`src/sv/lcgh_pkg.sv`:
```
// Shared types, constants and helper functions of the generator with histogram.
package lcgh_pkg;

  // Field and datapath widths.
  localparam int ValW      = 31;
  localparam int CntW      = 32;
  localparam int OpW       = 2;
  localparam int SelW      = 4;
  localparam int BinFieldW = 4;
  localparam int CfgIdxW   = 2;

  // Number of histogram bins.
  localparam int SPAN    = 16;
  localparam int BinW    = $clog2(SPAN);
  localparam int AccW    = ValW + BinW;
  localparam int SumW    = ValW + 1;
  localparam int ProdW   = ValW + SumW;
  localparam int DivCntW = $clog2(ProdW);

  // Microprogram addressing.
  localparam int StepW = 4;
  localparam logic [StepW-1:0] STEP_IDLE       = StepW'(0);
  localparam logic [StepW-1:0] STEP_RESTART    = StepW'(1);
  localparam logic [StepW-1:0] STEP_READ       = StepW'(2);
  localparam logic [StepW-1:0] STEP_BAD        = StepW'(3);
  localparam logic [StepW-1:0] STEP_BIN_INIT   = StepW'(4);
  localparam logic [StepW-1:0] STEP_BIN_TEST   = StepW'(5);
  localparam logic [StepW-1:0] STEP_BIN_UPDATE = StepW'(6);
  localparam logic [StepW-1:0] STEP_DIV        = StepW'(7);
  localparam logic [StepW-1:0] STEP_ADVANCE    = StepW'(8);
  localparam logic [StepW-1:0] STEP_EMIT       = StepW'(9);

  // Item operation codes.
  typedef enum logic [OpW-1:0] {
    OP_RESTART = 2'd0,
    OP_STEP    = 2'd1,
    OP_READ    = 2'd2,
    OP_NONE    = 2'd3
  } op_e;

  // Configuration register indexes.
  typedef enum logic [CfgIdxW-1:0] {
    REG_MULTIPLIER = 2'd0,
    REG_INCREMENT  = 2'd1,
    REG_MODULUS    = 2'd2,
    REG_SEED       = 2'd3
  } cfg_reg_e;

  // Datapath micro-operations.
  typedef enum logic [3:0] {
    U_NOP,
    U_IDLE,
    U_RESTART,
    U_READ,
    U_ZERO,
    U_BIN_INIT,
    U_BIN_TEST,
    U_BIN_UPDATE,
    U_DIV_STEP,
    U_ADVANCE,
    U_EMIT
  } uop_e;

  // Sequencer jump conditions.
  typedef enum logic [2:0] {
    J_NEXT,
    J_GOTO,
    J_DISPATCH,
    J_LOOP_SEARCH,
    J_LOOP_DIV,
    J_WAIT_FREE
  } jcond_e;

  // One control word of the microprogram.
  typedef struct packed {
    uop_e             uop;
    jcond_e           jcond;
    logic [StepW-1:0] target;
  } ctrl_word_t;

  // Status flags raised by the datapath.
  typedef struct packed {
    logic search_done;
    logic div_done;
  } dp_status_t;

  // Everything the sequencer branches on.
  typedef struct packed {
    logic       accept;
    op_e        opcode;
    logic       out_free;
    dp_status_t dp;
  } seq_status_t;

  // One result item.
  typedef struct packed {
    logic [ValW-1:0]      value;
    logic [BinFieldW-1:0] bin;
    logic [CntW-1:0]      count;
    logic                 oor;
  } result_t;

  // Entry step of the microprogram for each operation.
  function automatic logic [StepW-1:0] dispatch_target(input op_e op);
    logic [StepW-1:0] t;
    t = STEP_BAD;
    unique case (op)
      OP_RESTART: t = STEP_RESTART;
      OP_STEP:    t = STEP_BIN_INIT;
      OP_READ:    t = STEP_READ;
      default:    t = STEP_BAD;
    endcase
    return t;
  endfunction

  // Low bits of a bin number as carried in the result item.
  function automatic logic [BinFieldW-1:0] to_bin_field(input logic [BinW-1:0] j);
    logic [BinW+BinFieldW-1:0] t;
    t = {{BinFieldW{1'b0}}, j};
    return t[BinFieldW-1:0];
  endfunction

endpackage

```
`src/sv/lcg_with_histogram.sv`:
```
// Top level of the linear congruential generator with a sixteen-bin histogram.
//
// One item is taken at a time. A restart or read item runs its own step, then the
// emit step that loads the output register; a step item runs the bin init step,
// a bin search over B bins (1 to 16), the bin update, the modulo loop and the
// advance step before the emit step, in the order set by the microcoded sequencer:
// the bin search steps one bin per cycle and the 63-bit product is reduced by the
// modulus one bit per cycle in a restoring remainder loop. A finished result sits
// in an output register, so the next item is accepted while it waits to be taken.
module lcg_with_histogram import lcgh_pkg::*; (
  input  logic                 clk_i,
  input  logic                 rst_ni,
  input  logic                 cfg_we_i,
  input  logic [CfgIdxW-1:0]   cfg_index_i,
  input  logic [ValW-1:0]      cfg_data_i,
  input  logic                 in_valid_i,
  output logic                 in_stall_o,
  input  logic [OpW-1:0]       opcode_i,
  input  logic [SelW-1:0]      bin_select_i,
  output logic                 out_valid_o,
  input  logic                 out_stall_i,
  output logic [ValW-1:0]      value_o,
  output logic [BinFieldW-1:0] bin_o,
  output logic [CntW-1:0]      bin_count_o,
  output logic                 out_of_range_o
);

  ctrl_word_t  ctrl;
  seq_status_t seq_status;
  dp_status_t  dp_status;
  result_t     result;
  logic        idle;
  logic        in_accept;
  logic        out_free;
  logic        out_load;

  logic    out_valid_q, out_valid_d;
  result_t out_q, out_d;

  // Input handshake: items enter only at the idle step.
  assign in_stall_o = !idle;
  assign in_accept  = in_valid_i && !in_stall_o;

  // Output register is free when empty or being taken this cycle.
  assign out_free = !out_valid_q || !out_stall_i;
  assign out_load = (ctrl.uop == U_EMIT) && out_free;

  // Status gathered for the sequencer.
  always_comb begin
    seq_status.accept   = in_accept;
    seq_status.opcode   = op_e'(opcode_i);
    seq_status.out_free = out_free;
    seq_status.dp       = dp_status;
  end

  lcgh_seq u_seq (
    .clk_i    (clk_i),
    .rst_ni   (rst_ni),
    .status_i (seq_status),
    .ctrl_o   (ctrl),
    .idle_o   (idle)
  );

  lcgh_datapath u_datapath (
    .clk_i        (clk_i),
    .rst_ni       (rst_ni),
    .cfg_we_i     (cfg_we_i),
    .cfg_index_i  (cfg_index_i),
    .cfg_data_i   (cfg_data_i),
    .accept_i     (in_accept),
    .bin_select_i (bin_select_i),
    .ctrl_i       (ctrl),
    .status_o     (dp_status),
    .result_o     (result)
  );

  // Output register next values.
  always_comb begin
    out_valid_d = out_valid_q;
    out_d       = out_q;
    if (out_valid_q && !out_stall_i) out_valid_d = 1'b0;
    if (out_load) begin
      out_valid_d = 1'b1;
      out_d       = result;
    end
  end

  always_ff @(posedge clk_i or negedge rst_ni) begin
    if (!rst_ni) begin
      out_valid_q <= 1'b0;
    end else begin
      out_valid_q <= out_valid_d;
    end
  end

  always_ff @(posedge clk_i) begin
    out_q <= out_d;
  end

  assign out_valid_o    = out_valid_q;
  assign value_o        = out_q.value;
  assign bin_o          = out_q.bin;
  assign bin_count_o    = out_q.count;
  assign out_of_range_o = out_q.oor;

  // An accepted item always leaves the idle step.
  a_accept_leaves_idle: assert property (@(posedge clk_i) disable iff (!rst_ni)
    in_accept |=> !idle)
    else $error("sequencer stayed idle after accepting an item");

  // An out-of-range result carries no bin and no count.
  a_oor_no_bin: assert property (@(posedge clk_i) disable iff (!rst_ni)
    (out_valid_o && out_of_range_o) |-> (bin_o == '0 && bin_count_o == '0))
    else $error("out-of-range result carries a bin or count");

  // A value can only exceed the largest coefficient if it is non-zero.
  a_oor_nonzero: assert property (@(posedge clk_i) disable iff (!rst_ni)
    (out_valid_o && out_of_range_o) |-> (value_o != '0))
    else $error("zero value flagged out of range");

endmodule

```
`src/sv/lcgh_seq.sv`:
```
// Microprogram sequencer: step counter, control store and jump logic.
module lcgh_seq import lcgh_pkg::*; (
  input  logic        clk_i,
  input  logic        rst_ni,
  input  seq_status_t status_i,
  output ctrl_word_t  ctrl_o,
  output logic        idle_o
);

  logic [StepW-1:0] step_q, step_d;

  // Control store: one word per microprogram step.
  function automatic ctrl_word_t rom_word(input logic [StepW-1:0] s);
    ctrl_word_t w;
    w = '{uop: U_NOP, jcond: J_GOTO, target: STEP_IDLE};
    unique case (s)
      STEP_IDLE:       w = '{uop: U_IDLE,       jcond: J_DISPATCH,    target: STEP_IDLE};
      STEP_RESTART:    w = '{uop: U_RESTART,    jcond: J_GOTO,        target: STEP_EMIT};
      STEP_READ:       w = '{uop: U_READ,       jcond: J_GOTO,        target: STEP_EMIT};
      STEP_BAD:        w = '{uop: U_ZERO,       jcond: J_GOTO,        target: STEP_EMIT};
      STEP_BIN_INIT:   w = '{uop: U_BIN_INIT,   jcond: J_NEXT,        target: STEP_IDLE};
      STEP_BIN_TEST:   w = '{uop: U_BIN_TEST,   jcond: J_LOOP_SEARCH, target: STEP_BIN_TEST};
      STEP_BIN_UPDATE: w = '{uop: U_BIN_UPDATE, jcond: J_NEXT,        target: STEP_IDLE};
      STEP_DIV:        w = '{uop: U_DIV_STEP,   jcond: J_LOOP_DIV,    target: STEP_DIV};
      STEP_ADVANCE:    w = '{uop: U_ADVANCE,    jcond: J_NEXT,        target: STEP_IDLE};
      STEP_EMIT:       w = '{uop: U_EMIT,       jcond: J_WAIT_FREE,   target: STEP_IDLE};
      default:         w = '{uop: U_NOP,        jcond: J_GOTO,        target: STEP_IDLE};
    endcase
    return w;
  endfunction

  // Output decode: the current control word.
  always_comb begin
    ctrl_o = rom_word(step_q);
    idle_o = (step_q == STEP_IDLE);
  end

  // Next step selection.
  always_comb begin
    step_d = step_q;
    unique case (ctrl_o.jcond)
      J_NEXT:        step_d = step_q + 1'b1;
      J_GOTO:        step_d = ctrl_o.target;
      J_DISPATCH: begin
        if (status_i.accept) step_d = dispatch_target(status_i.opcode);
      end
      J_LOOP_SEARCH: step_d = status_i.dp.search_done ? step_q + 1'b1 : ctrl_o.target;
      J_LOOP_DIV:    step_d = status_i.dp.div_done ? step_q + 1'b1 : ctrl_o.target;
      J_WAIT_FREE: begin
        if (status_i.out_free) step_d = ctrl_o.target;
      end
      default:       step_d = STEP_IDLE;
    endcase
  end

  // Step counter.
  always_ff @(posedge clk_i or negedge rst_ni) begin
    if (!rst_ni) begin
      step_q <= STEP_IDLE;
    end else begin
      step_q <= step_d;
    end
  end

endmodule

```
`src/sv/lcgh_datapath.sv`:
```
// Datapath: configuration, current value, histogram, bin search and serial modulo.
module lcgh_datapath import lcgh_pkg::*; (
  input  logic               clk_i,
  input  logic               rst_ni,
  input  logic               cfg_we_i,
  input  logic [CfgIdxW-1:0] cfg_index_i,
  input  logic [ValW-1:0]    cfg_data_i,
  input  logic               accept_i,
  input  logic [SelW-1:0]    bin_select_i,
  input  ctrl_word_t         ctrl_i,
  output dp_status_t         status_o,
  output result_t            result_o
);

  // Configuration registers.
  logic [ValW-1:0] mult_q, mult_d;
  logic [ValW-1:0] inc_q, inc_d;
  logic [ValW-1:0] mod_q, mod_d;
  logic [ValW-1:0] seed_q, seed_d;

  // Generator state and histogram.
  logic [ValW-1:0] cur_q, cur_d;
  logic [CntW-1:0] bins_q [SPAN];
  logic [CntW-1:0] bins_d [SPAN];

  // Working registers.
  logic [SelW-1:0]    sel_q, sel_d;
  logic [SumW-1:0]    sum_q, sum_d;
  logic [AccW-1:0]    lhs_q, lhs_d;
  logic [AccW-1:0]    acc_q, acc_d;
  logic [BinW-1:0]    j_q, j_d;
  logic               found_q, found_d;
  logic [ProdW-1:0]   prod_q, prod_d;
  logic [ValW-1:0]    wrap_q, wrap_d;
  logic [ValW-1:0]    rem_q, rem_d;
  logic [DivCntW-1:0] dcnt_q, dcnt_d;
  result_t            res_q, res_d;

  // Combinational helpers.
  logic [ValW-1:0]      coef_max;
  logic                 hit;
  logic                 last_bin;
  logic [CntW-1:0]      cnt_next;
  logic [ProdW-1:0]     prod_full;
  logic [ValW:0]        div_cat;
  logic [ValW:0]        div_diff;
  logic                 div_ge;
  logic [BinW+SelW-1:0] sel_wide;

  // Largest of the three coefficients.
  always_comb begin
    coef_max = mult_q;
    if (inc_q > coef_max) coef_max = inc_q;
    if (mod_q > coef_max) coef_max = mod_q;
  end

  // Bin search compare, saturating count and one restoring-remainder step.
  assign hit       = (lhs_q <= acc_q);
  assign last_bin  = (j_q == BinW'(SPAN - 1));
  assign cnt_next  = (bins_q[j_q] == {CntW{1'b1}}) ? bins_q[j_q] : bins_q[j_q] + 1'b1;
  assign prod_full = ProdW'(mult_q) * ProdW'(sum_q);
  assign div_cat   = {rem_q, prod_q[ProdW-1]};
  assign div_ge    = (div_cat >= {1'b0, mod_q});
  assign div_diff  = div_cat - {1'b0, mod_q};
  assign sel_wide  = {{BinW{1'b0}}, sel_q};

  assign status_o.search_done = hit || last_bin;
  assign status_o.div_done    = (dcnt_q == DivCntW'(ProdW - 1));
  assign result_o             = res_q;

  // Micro-operation decode.
  always_comb begin
    mult_d  = mult_q;
    inc_d   = inc_q;
    mod_d   = mod_q;
    seed_d  = seed_q;
    cur_d   = cur_q;
    bins_d  = bins_q;
    sel_d   = sel_q;
    sum_d   = sum_q;
    lhs_d   = lhs_q;
    acc_d   = acc_q;
    j_d     = j_q;
    found_d = found_q;
    prod_d  = prod_q;
    wrap_d  = wrap_q;
    rem_d   = rem_q;
    dcnt_d  = dcnt_q;
    res_d   = res_q;

    unique case (ctrl_i.uop)
      U_IDLE: begin
        if (accept_i) sel_d = bin_select_i;
      end
      U_RESTART: begin
        cur_d = seed_q;
        for (int i = 0; i < SPAN; i++) bins_d[i] = '0;
        res_d = '0;
      end
      U_READ: begin
        res_d     = '0;
        res_d.bin = sel_q;
        if (sel_wide < (BinW + SelW)'(SPAN)) res_d.count = bins_q[sel_wide[BinW-1:0]];
      end
      U_ZERO: begin
        res_d = '0;
      end
      U_BIN_INIT: begin
        lhs_d = AccW'(cur_q) * AccW'(SPAN);
        acc_d = AccW'(coef_max);
        j_d   = '0;
        sum_d = SumW'(cur_q) + SumW'(inc_q);
      end
      U_BIN_TEST: begin
        found_d = hit;
        if (!hit && !last_bin) begin
          j_d   = j_q + 1'b1;
          acc_d = acc_q + AccW'(coef_max);
        end
      end
      U_BIN_UPDATE: begin
        res_d       = '0;
        res_d.value = cur_q;
        if (found_q) begin
          bins_d[j_q] = cnt_next;
          res_d.bin   = to_bin_field(j_q);
          res_d.count = cnt_next;
        end else begin
          res_d.oor = 1'b1;
        end
        prod_d = prod_full;
        wrap_d = prod_full[ValW-1:0];
        rem_d  = '0;
        dcnt_d = '0;
      end
      U_DIV_STEP: begin
        prod_d = prod_q << 1;
        rem_d  = div_ge ? div_diff[ValW-1:0] : div_cat[ValW-1:0];
        dcnt_d = dcnt_q + 1'b1;
      end
      U_ADVANCE: begin
        cur_d = (mod_q == '0) ? wrap_q : rem_q;
      end
      default: begin
      end
    endcase

    // Register writes are for the user to make only while idle; the block does not enforce it.
    if (cfg_we_i) begin
      unique case (cfg_reg_e'(cfg_index_i))
        REG_MULTIPLIER: mult_d = cfg_data_i;
        REG_INCREMENT:  inc_d  = cfg_data_i;
        REG_MODULUS:    mod_d  = cfg_data_i;
        REG_SEED:       seed_d = cfg_data_i;
        default: begin
        end
      endcase
    end
  end

  // Configuration, current value and histogram.
  always_ff @(posedge clk_i or negedge rst_ni) begin
    if (!rst_ni) begin
      mult_q <= ValW'(1);
      inc_q  <= '0;
      mod_q  <= ValW'(1);
      seed_q <= '0;
      cur_q  <= '0;
      for (int i = 0; i < SPAN; i++) bins_q[i] <= '0;
    end else begin
      mult_q <= mult_d;
      inc_q  <= inc_d;
      mod_q  <= mod_d;
      seed_q <= seed_d;
      cur_q  <= cur_d;
      bins_q <= bins_d;
    end
  end

  // Working registers hold payload only.
  always_ff @(posedge clk_i) begin
    sel_q   <= sel_d;
    sum_q   <= sum_d;
    lhs_q   <= lhs_d;
    acc_q   <= acc_d;
    j_q     <= j_d;
    found_q <= found_d;
    prod_q  <= prod_d;
    wrap_q  <= wrap_d;
    rem_q   <= rem_d;
    dcnt_q  <= dcnt_d;
    res_q   <= res_d;
  end

endmodule

```
`config.mk`:
```
export PLATFORM = sky130hd
export DESIGN_NAME = lcg_with_histogram
export DESIGN_NICKNAME = d
export VERILOG_FILES = /design/src/sv/lcgh_pkg.sv /design/src/sv/lcg_with_histogram.sv /design/src/sv/lcgh_seq.sv /design/src/sv/lcgh_datapath.sv
export SDC_FILE = /design/constraint.sdc
export NUM_CORES = 2
export LEC_CHECK = 0
export BUFFER_PORTS_ARGS = -buffer_cell sky130_fd_sc_hd__buf_2
export CAP_MARGIN = 20
export CORE_ASPECT_RATIO = 2
export CORE_MARGIN = 1
export CORE_UTILIZATION = 35
export DETAILED_ROUTE_END_ITERATION = 10
export PLACE_DENSITY = 0.58
export SLEW_MARGIN = 10
export SYNTH_ARGS = -nofsm -noshare
export SYNTH_HDL_FRONTEND = slang
export SYNTH_HIERARCHICAL = 1
export SYNTH_SLANG_ARGS = --single-unit
```
`constraint.sdc`:
```
create_clock -name clk_i -period 9.6 [get_ports clk_i]
set_clock_uncertainty 0.2 [all_clocks]
set_input_delay 0.48 -clock clk_i [delete_from_list [all_inputs] [get_ports clk_i]]
set_output_delay 0.48 -clock clk_i [all_outputs]
set_load 0.01 [all_outputs]
```
==> impl_metrics.env <==
export IMPL_top_usage_layer="met2"
export IMPL_rows=257
export IMPL_final_area_sq_um=95900
export IMPL_fin_ws_ns=0.367
export IMPL_met2_usage_pct=48.7
export IMPL_grt_pass1_wl_um=477000
export IMPL_clk_latency_ns=0.73
export IMPL_end_kind="flip-flop"
export IMPL_wl_um=329000
export IMPL_preCtsSetupSlack_ns=0.441
export IMPL_path_clk_slew_ns=0.07
export IMPL_post_route_period_util_pct=96.2
export IMPL_grt_pass1_vias=71600
export IMPL_syn2layout_area_growth_pct=11.0
export IMPL_synth_area_sq_um=86400
export IMPL_tightest_slew_ns=1.14
export IMPL_met3_usage_pct=3.23
export IMPL_first_pass_iters=6
export IMPL_cts_repair_resized=0
export IMPL_fin_setup_tns_ns=0
export IMPL_status="completed"
export IMPL_antenna_left=0
export IMPL_max_slew_margin_pct=23.5
export IMPL_wl_per_cell_um=28.1
export IMPL_cts_path_max_buffers=3
export IMPL_synth_nets=9624
export IMPL_nets=9727
export IMPL_antenna_found_initial=14
export IMPL_min_to="u_datapath/mult_q[7]$_DFFE_PN0P_"
export IMPL_core_area_sq_um=245000
export IMPL_timing_fmax_mhz=108
export IMPL_gp_congestion=0.982
export IMPL_worstPathRequired_ns=9.82
export IMPL_start_util_pct=35.2
export IMPL_hold_start="cfg_data_i[7]"
export IMPL_cp_start_kind="flip-flop"
export IMPL_rrSetupSlack_ns=0.37
export IMPL_hpwlAfterDp_um=246000
export IMPL_numPortBuffers=113
export IMPL_dpl_cell_area_sq_um=91900
export IMPL_ios=114
export IMPL_track_usage_pct=26.4
export IMPL_r2r_end="u_datapath/prod_q[58]$_DFFE_PP_"
export IMPL_grt_overflow_total=0
export IMPL_rsz0062_at_grt="no"
export IMPL_routed_via_density=5.59
export IMPL_cts_buffers=100
export IMPL_dpl_cell_count=11400
export IMPL_arrival_ns=9.46
export IMPL_reg2regPathDepth=27
export IMPL_h_tree_depth=3
export IMPL_design_die_area_sq_um=249000
export IMPL_use_met1_pct=24.9
export IMPL_vias=65500
export IMPL_path_class="reg2reg"
export IMPL_maxSlewViolCount=0
export IMPL_post_cts_setup_buffers=0
export IMPL_worstReg2RegStart="u_datapath/sum_q[17]$_DFFE_PP_"
export IMPL_clock_root_buffer="clkbuf_16"
export IMPL_synth_cells=8253
export IMPL_final_hold_viol_count=0
export IMPL_cts_tree="built"
export IMPL_drive_gt1_share_pct=13.4
export IMPL_yosysWarnings=6
export IMPL_syn_avg_cell_area_sq_um=10.5
export IMPL_hold_depth=3
export IMPL_dieWidth_um=353
export IMPL_path_max_fanout=16
export IMPL_hold_path_class="in2reg"
export IMPL_die_height_um=705
export IMPL_drc=0
export IMPL_cap_violations=0
export IMPL_grt_max_degree=186
export IMPL_drt_iter0_markers=4764
export IMPL_finalNonFillerCells=11700
export IMPL_clock_sinks=1046
export IMPL_fin_crit_ns=9.23
export IMPL_ctsHoldBuffers=34
export IMPL_setup_violations=0
critical path, cell delays in order, from the launching register on:
cell and delay (ns):
edfxtp_1 0.70, buf_4 0.25, buf_4 0.24, nand2_1 0.11
fa_1 0.56, inv_1 0.08, fa_1 0.56, fa_1 0.46
fa_1 0.56, fa_1 0.58, fa_1 0.43, fa_1 0.57
inv_1 0.08, fa_1 0.48, inv_1 0.04, ha_1 0.46
nand4_1 0.23, nor2_1 0.32, o21ai_0 0.15, o21ai_0 0.25
nor3_1 0.09, o31ai_1 0.14, a31oi_1 0.26, o31a_1 0.41
o21a_1 0.24, o21ai_0 0.20, xnor2_1 0.14, o21ai_0 0.10
placed cells by master (no fill, tap or decap), drive strengths merged, types with 8 or more instances in the layout:
cell / n
clkbuf: 146
o21a: 19
nand4: 43
nand2: 1399
buf: 480
xnor2: 104
edfxtp: 374
o31ai: 22
a31oi: 32
o2bb2ai: 28
ha: 458
nor2b: 34
dlygate4sd3: 34
nor3: 28
fa: 869
or3: 8
a211o: 9
and2: 476
diode: 29
clkinv: 34
dfrtp: 670
a211oi: 23
nand3b: 8
mux4: 319
nand2b: 29
inv: 984
o21bai: 21
o211ai: 12
nand3: 79
a21oi: 211
nor4: 12
a22o: 91
o22ai: 20
xor2: 74
mux2: 99
mux2i: 72
a21o: 120
o21ai: 664
nor2: 224
and3: 27
cell type report:
| cell class | count | area, sq um |
|---|---|---|
| flip-flops and latches | 1046 | 28000 |
| clock buffers | 143 | 3060 |
| diodes | 29 | 72.6 |
| clock inverters | 47 | 430 |
| well taps | 3237 | 4050 |
| multi-input cells | 5713 | 52800 |
| inverters | 978 | 3670 |
| fillers | 24100 | 149000 |
| repair buffers | 517 | 3840 |
how the worst max path moves through the flow:
stage                                                 start                              end  slack, ns  cells after the start
final                        u_datapath/sum_q[17]$_DFFE_PP_  u_datapath/prod_q[58]$_DFFE_PP_       0.37                     27
after global routing         u_datapath/sum_q[17]$_DFFE_PP_  u_datapath/prod_q[58]$_DFFE_PP_       0.06                     27
after CTS                    u_datapath/sum_q[17]$_DFFE_PP_  u_datapath/prod_q[58]$_DFFE_PP_       0.38                     27
after detailed placement     u_datapath/sum_q[17]$_DFFE_PP_  u_datapath/prod_q[58]$_DFFE_PP_       0.44                     27
after global placement     u_datapath/mult_q[5]$_DFFE_PN0P_  u_datapath/prod_q[59]$_DFFE_PP_       0.54                     32
after floorplan           u_datapath/mult_q[24]$_DFFE_PN0P_   u_datapath/acc_q[30]$_DFFE_PP_       1.53                     38
registers in the layout (all words and copies together) (netlist names), 32 cells and up:
register	cells
u_datapath/result_o	68
u_datapath/sum_q	32
u_datapath/acc_q	35
bin_count_o	32
u_datapath/bins_q	512
u_datapath/prod_q	63
per-layer routing:
layer | wire, um | vias up
li1 | - | 27600
met1 | 99300 | 33900
met2 | 176000 | 2749
met3 | 16900 | 1196
met4 | 37100 | 6
met5 | 41 | -
through the flow:
stage	hold WS (ns)	utilization (%)
global placement	0.202	37.4
CTS	0.0186	39.0
finish	0.0408	39.1
floorplan	-0.0156	-
detailed placement	0.205	37.5
global route	0.0332	39.1
Power is left out: the tool's default activity adds up to more than one toggle a clock period on the data nets, which glitch-free logic cannot reach.
